`src/rtl/efr_pkg.sv`:
```
// efr_pkg: shared types and constants for the escaped frame receiver
// no dependencies
package efr_pkg;

  localparam logic [7:0] MARK_START   = 8'hfd;
  localparam logic [7:0] MARK_END     = 8'hfe;
  localparam logic [7:0] MARK_ESC     = 8'h7d;
  localparam logic [7:0] LEN_OVERHEAD = 8'd11;

  localparam int unsigned IDX_W = 9;
  localparam int unsigned LEN_W = 10;

  typedef enum logic {
    KIND_DATA   = 1'b0,
    KIND_STATUS = 1'b1
  } kind_e;

  typedef struct packed {
    kind_e              kind;
    logic [7:0]         data;
    logic [IDX_W-1:0]   idx;
    logic [LEN_W-1:0]   len;
    logic               ok;
    logic               ovf;
    logic               last;
  } res_t;

  typedef struct packed {
    logic [1:0] n;
    res_t       r0;
    res_t       r1;
  } push_t;

endpackage

```
`src/rtl/escaped_frame_receiver_core.sv`:
```
// escaped_frame_receiver_core: byte-stuffed frame receiver, top level
// depends on efr_pkg, efr_decode, efr_res_fifo
// result beats enter a four-entry queue as their byte is accepted
// throughput: one byte per cycle while the queue has room; an end marker
//   after a pending escape can give two beats, drained one per ready cycle
// reset: asynchronous active low; hunts for the start marker, queue empty
module escaped_frame_receiver_core #(
  parameter int unsigned MAX_FRAME = 512
) (
  input  logic                      clk_i,
  input  logic                      rst_ni,
  input  logic                      in_valid_i,
  output logic                      in_ready_o,
  input  logic [7:0]                rx_byte_i,
  output logic                      out_valid_o,
  input  logic                      out_ready_i,
  output logic                      result_kind_o,
  output logic [7:0]                data_byte_o,
  output logic [efr_pkg::IDX_W-1:0] byte_index_o,
  output logic [efr_pkg::LEN_W-1:0] frame_len_o,
  output logic                      length_ok_o,
  output logic                      overflow_seen_o,
  output logic                      last_o
);
  import efr_pkg::*;

  logic  take;
  logic  room;
  push_t push;
  res_t  res;

  assign in_ready_o = room;
  assign take       = in_valid_i && room;

  efr_decode #(
    .MAX_FRAME(MAX_FRAME)
  ) u_decode (
    .clk_i    (clk_i),
    .rst_ni   (rst_ni),
    .take_i   (take),
    .rx_byte_i(rx_byte_i),
    .push_o   (push)
  );

  efr_res_fifo u_fifo (
    .clk_i  (clk_i),
    .rst_ni (rst_ni),
    .push_i (push),
    .room_o (room),
    .valid_o(out_valid_o),
    .ready_i(out_ready_i),
    .res_o  (res)
  );

  assign result_kind_o   = res.kind;
  assign data_byte_o     = res.data;
  assign byte_index_o    = res.idx;
  assign frame_len_o     = res.len;
  assign length_ok_o     = res.ok;
  assign overflow_seen_o = res.ovf;
  assign last_o          = res.last;

endmodule

```
`src/rtl/efr_decode.sv`:
```
// efr_decode: frame state and single-pass decode of one received byte
// depends on efr_pkg
module efr_decode #(
  parameter int unsigned MAX_FRAME = 512
) (
  input  logic          clk_i,
  input  logic          rst_ni,
  input  logic          take_i,
  input  logic [7:0]    rx_byte_i,
  output efr_pkg::push_t push_o
);
  import efr_pkg::*;

  localparam int unsigned CW = $clog2(MAX_FRAME + 1);
  localparam int unsigned SW = ((CW > 9) ? CW : 9) + 1;
  localparam logic [CW-1:0] MaxCnt = CW'(MAX_FRAME);

  logic          in_frame_q, in_frame_d;
  logic          esc_q, esc_d;
  logic [CW-1:0] cnt_q, cnt_d;
  logic [7:0]    decl_q, decl_d;
  logic          ovf_q, ovf_d;

  logic          do_take;
  logic [7:0]    take_val;
  logic          is_end;
  res_t          data_res;
  res_t          stat_res;
  logic [31:0]   cnt_wide;
  logic [31:0]   cnt_new_wide;
  logic          data_emit;

  always_comb begin
    in_frame_d = in_frame_q;
    esc_d      = esc_q;
    cnt_d      = cnt_q;
    decl_d     = decl_q;
    ovf_d      = ovf_q;
    do_take    = 1'b0;
    take_val   = rx_byte_i;
    is_end     = 1'b0;
    data_emit  = 1'b0;

    if (!in_frame_q) begin
      if (rx_byte_i == MARK_START) begin
        in_frame_d = 1'b1;
        esc_d      = 1'b0;
        cnt_d      = '0;
        decl_d     = '0;
        ovf_d      = 1'b0;
      end
    end else if (rx_byte_i == MARK_END) begin
      is_end     = 1'b1;
      do_take    = esc_q;
      take_val   = MARK_ESC + rx_byte_i;
      in_frame_d = 1'b0;
      esc_d      = 1'b0;
    end else if (esc_q) begin
      esc_d    = 1'b0;
      do_take  = 1'b1;
      take_val = MARK_ESC + rx_byte_i;
    end else if (rx_byte_i == MARK_ESC) begin
      esc_d = 1'b1;
    end else begin
      do_take = 1'b1;
    end

    if (do_take) begin
      if (cnt_q == MaxCnt) begin
        ovf_d = 1'b1;
      end else begin
        data_emit = 1'b1;
        if (cnt_q == '0) begin
          decl_d = take_val;
        end
        cnt_d = cnt_q + CW'(1);
      end
    end
  end

  assign cnt_wide     = 32'(cnt_q);
  assign cnt_new_wide = 32'(cnt_d);

  always_comb begin
    data_res      = '0;
    data_res.kind = KIND_DATA;
    data_res.data = take_val;
    data_res.idx  = cnt_wide[IDX_W-1:0];
    data_res.last = !is_end;

    stat_res      = '0;
    stat_res.kind = KIND_STATUS;
    stat_res.len  = cnt_new_wide[LEN_W-1:0];
    stat_res.ok   = ((SW'(decl_d) + SW'(LEN_OVERHEAD)) == SW'(cnt_d)) && !ovf_d;
    stat_res.ovf  = ovf_d;
    stat_res.last = 1'b1;

    push_o = '0;
    if (take_i) begin
      if (data_emit && is_end) begin
        push_o.n  = 2'd2;
        push_o.r0 = data_res;
        push_o.r1 = stat_res;
      end else if (data_emit) begin
        push_o.n  = 2'd1;
        push_o.r0 = data_res;
      end else if (is_end) begin
        push_o.n  = 2'd1;
        push_o.r0 = stat_res;
      end
    end
  end

  always_ff @(posedge clk_i or negedge rst_ni) begin
    if (!rst_ni) begin
      in_frame_q <= 1'b0;
      esc_q      <= 1'b0;
      cnt_q      <= '0;
      decl_q     <= '0;
      ovf_q      <= 1'b0;
    end else if (take_i) begin
      in_frame_q <= in_frame_d;
      esc_q      <= esc_d;
      cnt_q      <= cnt_d;
      decl_q     <= decl_d;
      ovf_q      <= ovf_d;
    end
  end

endmodule

```
`src/rtl/efr_res_fifo.sv`:
```
// efr_res_fifo: four-entry result queue, up to two writes and one read per cycle
// depends on efr_pkg
module efr_res_fifo (
  input  logic           clk_i,
  input  logic           rst_ni,
  input  efr_pkg::push_t push_i,
  output logic           room_o,
  output logic           valid_o,
  input  logic           ready_i,
  output efr_pkg::res_t  res_o
);
  import efr_pkg::*;

  res_t       mem_q [4];
  logic [1:0] wr_q, rd_q;
  logic [2:0] cnt_q;
  logic       pop;
  logic [1:0] wr_next;

  assign valid_o = (cnt_q != 3'd0);
  assign room_o  = (cnt_q <= 3'd2);
  assign pop     = valid_o && ready_i;
  assign res_o   = mem_q[rd_q];
  assign wr_next = wr_q + 2'd1;

  always_ff @(posedge clk_i) begin
    if (push_i.n != 2'd0) begin
      mem_q[wr_q] <= push_i.r0;
    end
    if (push_i.n == 2'd2) begin
      mem_q[wr_next] <= push_i.r1;
    end
  end

  always_ff @(posedge clk_i or negedge rst_ni) begin
    if (!rst_ni) begin
      wr_q  <= '0;
      rd_q  <= '0;
      cnt_q <= '0;
    end else begin
      wr_q  <= wr_q + push_i.n;
      rd_q  <= rd_q + 2'(pop);
      cnt_q <= cnt_q + 3'(push_i.n) - 3'(pop);
    end
  end

endmodule

```
`config.mk`:
```
export PLATFORM = sky130hd
export DESIGN_NAME = escaped_frame_receiver_core
export DESIGN_NICKNAME = d
export VERILOG_FILES = /design/src/rtl/efr_pkg.sv /design/src/rtl/escaped_frame_receiver_core.sv /design/src/rtl/efr_decode.sv /design/src/rtl/efr_res_fifo.sv
export SDC_FILE = /design/constraint.sdc
export NUM_CORES = 1
export LEC_CHECK = 0
export BUFFER_PORTS_ARGS = -buffer_cell sky130_fd_sc_hd__buf_2
export CORE_MARGIN = 2
export CORE_UTILIZATION = 40
export CTS_CLUSTER_DIAMETER = 200
export DETAILED_ROUTE_END_ITERATION = 8
export GPL_ROUTABILITY_DRIVEN = 0
export SETUP_SLACK_MARGIN = 0.4
export SYNTH_ARGS = -nofsm -noshare
export SYNTH_HDL_FRONTEND = slang
export SYNTH_SLANG_ARGS = --single-unit
```
`constraint.sdc`:
```
create_clock -name clk_i -period 4.8 [get_ports clk_i]
set_input_delay 0.24 -clock clk_i [delete_from_list [all_inputs] [get_ports clk_i]]
set_output_delay 0.24 -clock clk_i [all_outputs]
set_load 0.01 [all_outputs]
```
### Word level (Yosys, flattened, before mapping)

Memory sizes are Yosys's and may differ from the RTL's.
Index checks and enable logic that the tools add are counted.

* register bits after elaboration: 28
* bits in writable memories: 124
* input port bits: 12
* output and inout bits: 33
* logic and storage cells: 76
* memories: 1

* $add $sub $neg: 8
* order comparisons: 1
* equal/unequal tests: 6
* multiplexer cells: 41
* reductions and logical operators: 11

Memory list
* u_fifo.mem_q: depth 4, width 31, rd ports 1, clocked after memory_dff 0, write ports 2, line efr_res_fifo.sv:14 `res_t mem_q [4];`

Operators by type and width (number)
* 33-bit 2-to-1 mux: 2
* 64-bit 2-to-1 mux: 1
* 8-bit 2-to-1 mux: 8
* 10-bit 2-to-1 mux: 4
* 32-bit 2-to-1 mux: 1
* 31-bit 2-to-1 mux: 1
* 1-bit 2-to-1 mux: 24
* 8-bit equality test (second input constant): 2
* 11-bit by 10-bit equality test with 1-bit output: 1
* 10-bit by 1-bit adder with 10-bit output (second input constant): 1
* 10-bit equality test (second input constant): 1
* 10-bit zero test: 1
* 8-bit by 4-bit adder with 9-bit output (second input constant): 1
* 7-bit by 8-bit adder with 8-bit output (first input constant): 1
* 8-bit by 7-bit equality test with 1-bit output (second input constant): 1
* 1-bit logical AND: 4
* 2-bit nonzero test: 2
* 3-bit by 2-bit adder with 3-bit output: 1
* 3-bit by 2-bit <= comparator with 1-bit output (second input constant): 1
* 3-bit nonzero test: 1
* 3-bit by 1-bit subtractor with 3-bit output: 1
* 2-bit by 1-bit adder with 2-bit output: 1
* 2-bit by 1-bit adder with 2-bit output (second input constant): 1
* 2-bit adder: 1
* other kinds (3): 4

### Depth between registers and ports, before layout

Gate-level depths: netlist (run 1).

* depth after elaboration: 17
* gate-level depth with buffers: 17
* gate-level depth less buffers: 15

### Cells and area by module

Synthesis (run 1) repeated with hierarchy kept, for this count alone.

* cell total of the unflattened synthesis: 661
* area, all modules: 8908.5 sq um

By module, submodules not included
* efr_res_fifo: times used 1, cells each 340, area an instance 6580.1 sq um
* efr_decode: times used 1, cells each 320, area an instance 2322.2 sq um
* escaped_frame_receiver_core: times used 1, cells each 1, area an instance 6.3 sq um

### Worst setup path before layout (run 1)

Ideal clock, no wire load.

* path type: input-to-reg
* start: in rx_byte_i[0]
* end: mem u_fifo.mem_q[2][0] in the netlist's numbering (enable)
* arrival time: 3.036 ns
* required time: 4.446 ns
* path slack: 1.409 ns
* cell stages on the path: 15
* path buffers: 2
* path through: clkbuf_1 > inv_1 > ha_1 > mux2i_2 > nor4_2 > nor2_1 > nand2_1 > ha_1 > nor2b_1 > nor2_1 > nand2_1 > nand2_1 > nand2_1 > clkbuf_1 > inv_1

RTL lines
* start, declared: line escaped_frame_receiver_core.sv:14 `input logic [7:0] rx_byte_i,`
* end, declared: line efr_res_fifo.sv:14

==> results.toml, run 1 <==
[sta]
clock_skew_ns = 0.01351
holdWs_ns = 0.2027
final.setup.tns_ns = 0
tightest_slew_ns = 1.071
fin_crit_sh_pct = 80.37
min_period_ns = 3.858
hold_violations = 0
rsz0062_at_grt = "no"
setup_viol = 0
drv_slew = 0
max_freq_mhz = 259.2
relSlewSlack_pct = 28.59

[cts]
path_clk_slew_ns = 0.06
cts-root-buf = "clkbuf_16"
numCtsBuffers = 17
cts_tree = "yes"
clkLatencyLatePin_ns = 0.43
post-cts-setup-buffers = 0
htree_num_levels = 4
clk_path_buf_depth = 2
cts.sinks = 152

[power_and_ir_drop]
ir_drop_mv = 0.3253
powerDensity_mw_per_mm2 = 459.5
p_int_uw = 2697
seqPwrFrac_pct = 39.4
finalPower_uw = 3873
switchingPower_uw = 1176
leakagePower_uw = 0.003054
switching_share_pct = 30.36
pwr-share-clk_pct = 38.0
power_frac_comb_pct = 22.5

[detailed_routing]
drtAntennaViolNets = 0
wl_um = 19130
dr.pass1.iters = 5
wl_per_cell_um = 20.22
routed_via_density = 5.834
vias = 5519
drc = 0
drt_iter0_markers = 424

[place]
hpwl_um = 13060
io_buffers = 44

[grt]
track_usage_pct = 20.24
grt_first_pass_wirelength_um = 30860
grt_overflow = 0
grt_max_degree = 33
grt_antenna_before_repair = 0
grt_pass1_vias = 5618

[logic_synthesis]
avgSynthCellArea_um2 = 10.93
ys_ff_latch = 152
syn-num-nets = 700
ys_types = 67
yosysSeqAreaShare_pct = 50.80
syn_area_mm2 = 0.007370
synth_edf_count = 56
syn_inst = 674
synth_ff_type = "dfxtp_1"
yosys_warnings = 0
synthArstFlopShare_pct = 18.42

[worst_setup_path]
critical_path.endpoint_type = "register"
cp_max_fo = 12
startpoint_type = "register"
critPathRequiredTime_ns = 5.04
critical_path_class = "register to register"
worstPathArrival_ns = 4.09
r2r_cells = 11

[floorplanning]
start_util_pct = 40.89
rows = 49
die_area_mm2 = 0.01953
core_area_mm2 = 0.01802
io-pin-count = 45
die_x_um = 139.7
die_h_um = 139.7

[status]
status = "completed"

[cells_and_area]
final_nets = 731
fillers = 1652
area_growth_pct = 14.36
drive_above_1_share_pct = 18.27
final_core_util_pct = 46.76
num_antenna_cells = 0

[worst_hold_path]
hp-class = "primary input to register"
whs_path_depth = 3

[job]
maxCapViolCount = 0
-- worst max-delay path: stages, from the launching register on --
cell     delay, ns
dfrtp_1       0.52
inv_1         0.11
ha_1          0.14
nor4b_1       0.39
nand3_1       0.27
nand2_1       0.21
inv_1         0.11
ha_1          0.28
nor4b_1       0.59
o21a_1        0.20
nand3_1       0.49
nor4_1        0.35
-- cells by family after synthesis --
logic type	share of synthesized area, %
xor+xnor	2.971
compound gates	15.89
mux	11.00
flops	50.80
simple gates	13.51
fa+ha+maj	2.479
buf+inv	3.345
-- cells in the mapped netlist (3+ instances only) --
cell type | number | share of area, %
nor2_1 | 78 | 4.0
nand2_1 | 71 | 3.6
dfxtp_1 | 68 | 18
edfxtp_1 | 56 | 23
a22o_1 | 53 | 6.3
o21ai_0 | 51 | 3.5
mux4_2 | 31 | 9.5
clkbuf_1 | 30 | 1.5
dfrtp_1 | 28 | 9.5
inv_1 | 25 | 1.3
a21oi_1 | 17 | 1.2
xnor2_1 | 17 | 2.0
nand3_1 | 14 | 0.95
ha_1 | 13 | 2.2
nor3_1 | 9 | 0.61
nor4_1 | 9 | 0.76
xor2_1 | 8 | 0.95
nand4_1 | 6 | 0.51
a31oi_1 | 5 | 0.42
buf_2 | 5 | 0.34
mux2_2 | 5 | 0.76
buf_1 | 4 | 0.20
o31ai_1 | 4 | 0.41
or3_1 | 4 | 0.34
a21o_1 | 3 | 0.31
a32oi_1 | 3 | 0.36
and2_1 | 3 | 0.25
nor2b_1 | 3 | 0.25
-- routing by layer --
layer,vias to the layer above,global-route usage [%],wire (um)
met1,2752,25.72,8337
met3,40,3.682,869
met2,167,34.43,9476
met4,0,7.789,446
met5,-,0,0
li1,2560,-,-
-- final cells by class --
class / instances / area [um^2] / share of cell area, %
Sequential cell: 152 / 3745 / 44.43
Multi-Input combinational cell: 458 / 3379 / 40.10
Clock buffer: 17 / 425.4 / 5.048
Tap cell: 229 / 286.5 / 3.400
Timing Repair Buffer: 51 / 275.3 / 3.266
Clock inverter: 14 / 222.7 / 2.643
Inverter: 25 / 93.84 / 1.113
-- path summary, 6_finish.rpt --
| kind | start | to | slack [ns] |
|---|---|---|---|
| worst max register to register | u_decode.cnt_q[0] | u_fifo.mem_q[3][2] | 0.94 |
| worst min register to register | u_fifo.mem_q[2][24] | u_fifo.mem_q[2][24] | 0.46 |
| max in group asynchronous | rst_ni | u_fifo.rd_q[0] | 3.88 |
| worst max-delay path | u_decode.cnt_q[0] | u_fifo.mem_q[3][2] | 0.94 |
| worst min-delay path | rx_byte_i[4] | u_decode.in_frame_q | 0.20 |
| min in group asynchronous | rst_ni | u_decode.decl_q[5] | 0.40 |
-- power by group through the flow --
stage | Sequential (uW) | Clock (uW) | Combinational [uW]
after floorplan | 1450 | 0 | 716
after global placement | 1550 | 0 | 851
after detailed placement | 1560 | 0 | 871
after CTS | 1530 | 1490 | 875
after global routing | 1550 | 1540 | 954
final | 1530 | 1470 | 873
-- metrics by stage --
step	setup slack, ns	cell area [um^2]	cells
after floorplan	1.409	7370	674
after global placement	0.9852	7770	914
after detailed placement	0.9737	7770	914
after CTS	0.9909	8428	946
after global routing	0.6278	8428	946
final	0.9422	8428	946
-- registers in the layout, summed over array words and instances, names as in the netlist, 2 cells and up --
| name | cells |
|---|---|
| u_decode.cnt_q | 10 |
| u_fifo.wr_q | 2 |
| u_fifo.mem_q | 124 |
| u_fifo.cnt_q | 3 |
| u_fifo.rd_q | 2 |
| u_decode.decl_q | 8 |
-- placed cells by master (no fill, tap or decap), types with 5 or more instances in the layout --
cell type | Yosys | routed
nor2_1 | 78 | 78
nand2_1 | 71 | 71
dfxtp_1 | 68 | 68
edfxtp_1 | 56 | 56
a22o_1 | 53 | 53
o21ai_0 | 51 | 51
buf_2 | 5 | 44
mux4_2 | 31 | 31
dfrtp_1 | 28 | 27
inv_1 | 25 | 25
a21oi_1 | 17 | 17
xnor2_1 | 17 | 17
clkbuf_16 | 0 | 17
nand3_1 | 14 | 14
ha_1 | 13 | 13
nor4_1 | 9 | 9
nor3_1 | 9 | 9
xor2_1 | 8 | 8
nand4_1 | 6 | 6
buf_4 | 0 | 6
mux2_2 | 5 | 5
a31oi_1 | 5 | 5
bufinv_16 | 0 | 5
-- repair_timing --
action                     4_1_cts  5_1_grt
hold endpoints to repair        28        0
setup endpoints to repair        0        0
hold buffers                     1        0
resized for setup                0        0
No activity file was read; power rests on OpenSTA's default activity.
==> inputs of run 2 (changes only) <==
clock period = 4.05 ns   (was 4.8 ns; I/O delays follow)
==> results.toml, run 2 (synthesized netlist as in run 1, its figures left out) <==
[worst_setup_path]
critPathRequiredTime_ns = 4.29
cp_max_fo = 13
startpoint = "u_decode.esc_q"
critical_path.endpoint_type = "register"
critical_path_class = "register to register"
path_buf_inv = 0
reg2reg_from = "u_decode.esc_q"
startpoint_type = "register"
crit_chain = "or4_4, a21oi_2, a32oi_1, ha_1, nor4_2, a21oi_1, a2bb2oi_1, or4_4, nor4_1"
slowest_delay_ns = 0.64
cp_slowest_cell = "or4_4"
critPathTopFamily = "simple AND/OR/NAND/NOR gates"
worstPathArrival_ns = 3.70
cp_common_cell = "or4_4"

[cells_and_area]
fin_cells = 961
largest_reg_flops = 124
num_antenna_cells = 0
reg_top3 = "u_fifo.mem_q x124, u_decode.cnt_q x10, u_decode.decl_q x8"
layout_commonest_cell = "nor2_1"
fillers = 1634
final_nets = 745
top_register = "u_fifo.mem_q"
mostFrequentLayoutCells = "nor2_1 (77), nand2_1 (71), dfxtp_1 (68), edfxtp_1 (56), a22o_1 (53)"
drive_above_1_share_pct = 21.45
area_growth_pct = 15.50

[cts]
path_clk_slew_ns = 0.07
clkLatencyLatePin_ns = 0.44
cts-root-buf = "clkbuf_16"
htree_num_levels = 4
cts_tree = "yes"
cts.sinks = 152
numCtsBuffers = 17
clk_path_buf_depth = 2

[sta]
tightest_slew_ns = 1.057
hold_violations = 0
relSlewSlack_pct = 29.50
rsz0062_at_grt = "yes"
setup_viol = 0
min_period_ns = 3.461
clock_skew_ns = 0.008872
worst_slack_ns = 0.5889
max_freq_mhz = 288.9
final.setup.tns_ns = 0
drv_slew = 0
fin_crit_sh_pct = 85.46

[grt]
grt_max_degree = 54
track_usage_pct = 20.00
grt_pass1_vias = 5599
grt_overflow = 0
grt_first_pass_wirelength_um = 30460
grt_antenna_before_repair = 0

[place]
place_ws_ns = 0.3776
io_buffers = 44
dp_cells = 924
hpwl_um = 13130

[status]
status = "completed"

[floorplanning]
io-pin-count = 45
core_area_mm2 = 0.01802
die_h_um = 139.7
die_x_um = 139.7
die_area_mm2 = 0.01953
start_util_pct = 40.89
rows = 49

[detailed_routing]
drtAntennaViolNets = 0
wl_um = 19210
vias = 5663
drt_iter0_markers = 435
wl_per_cell_um = 19.99
dr.pass1.iters = 5
drc = 0
routed_via_density = 5.893

[power_and_ir_drop]
finalPower_uw = 4427
leakagePower_uw = 0.003112
powerDensity_mw_per_mm2 = 520.1
ir_drop_mv = 0.3317

[job]
maxCapViolCount = 0

[worst_hold_path]
worstHoldStart = "out_ready_i"
hp-class = "primary input to register"
[run 2: cell types whose count changed in the layout (fill, tap and decap cells not counted), sizes merged]
cell and change:
clkinvlp -1, buf +14, inv +4, clkinv +2, bufinv -4
[run 2: metal layers]
| layer | wire length [um] | global-route usage [%] | share of wire [%] | up-vias |
|---|---|---|---|---|
| li1 | - | - | - | 2593 |
| met1 | 8422 | 25.68 | 44 | 2846 |
| met2 | 9427 | 33.32 | 49 | 184 |
| met3 | 905 | 4.164 | 4.7 | 40 |
| met4 | 456 | 7.684 | 2.4 | 0 |
| met5 | 0 | 0 | 0 | - |
[run 2: report_power, final]
group	internal [uW]	switching, uW	total (uW)	leakage [uW]
registers	1650	172	1820	0.00143
clock network	857	683	1540	0.000268
logic	489	577	1070	0.00142
[run 2: worst paths after layout]
path	endpoint	slack, ns	depth (start not counted)
worst min-delay path	u_fifo.rd_q[0]	0.16	3
worst min register to register	u_fifo.mem_q[0][24]	0.45	2
worst max register to register	u_fifo.mem_q[0][2]	0.59	9
max in group asynchronous	u_decode.esc_q	3.20	2
min in group asynchronous	u_decode.decl_q[5]	0.34	2
worst max-delay path	u_fifo.mem_q[0][2]	0.59	9
[run 2: repair_timing]
item / CTS / global route
setup endpoints to repair: 4 / 12
setup buffers: 0 / 4
gates resized for setup: 2 / 12
hold buffers: 1 / 0
hold endpoints to repair: 28 / 0
pin swaps: 0 / 2
[run 2: layout make-up]
class	count	area, um^2	share of cell area [%]
multi-input cells	458	3435	40.35
well taps	229	286.5	3.366
clock buffers	17	425.4	4.998
repair buffers	65	380.4	4.469
inverters	25	93.84	1.102
flip-flops and latches	152	3750	44.05
clock inverters	15	141.4	1.661
[run 2: tightest hold or removal path: stages]
cell and delay, ns:
buf_2 0.07, and2_1 0.15, ha_1 0.14
[run 2: per-stage QoR]
step / hold slack (ns) / util [%] / cell area, um^2
final: 0.1628 / 47.22 / 8512
after global routing: 0.1795 / 47.22 / 8512
after CTS: 0.1531 / 46.79 / 8434
after detailed placement: 0.2910 / 43.52 / 7845
after global placement: 0.2691 / 43.52 / 7845
after floorplan: -0.09309 / - / 7370
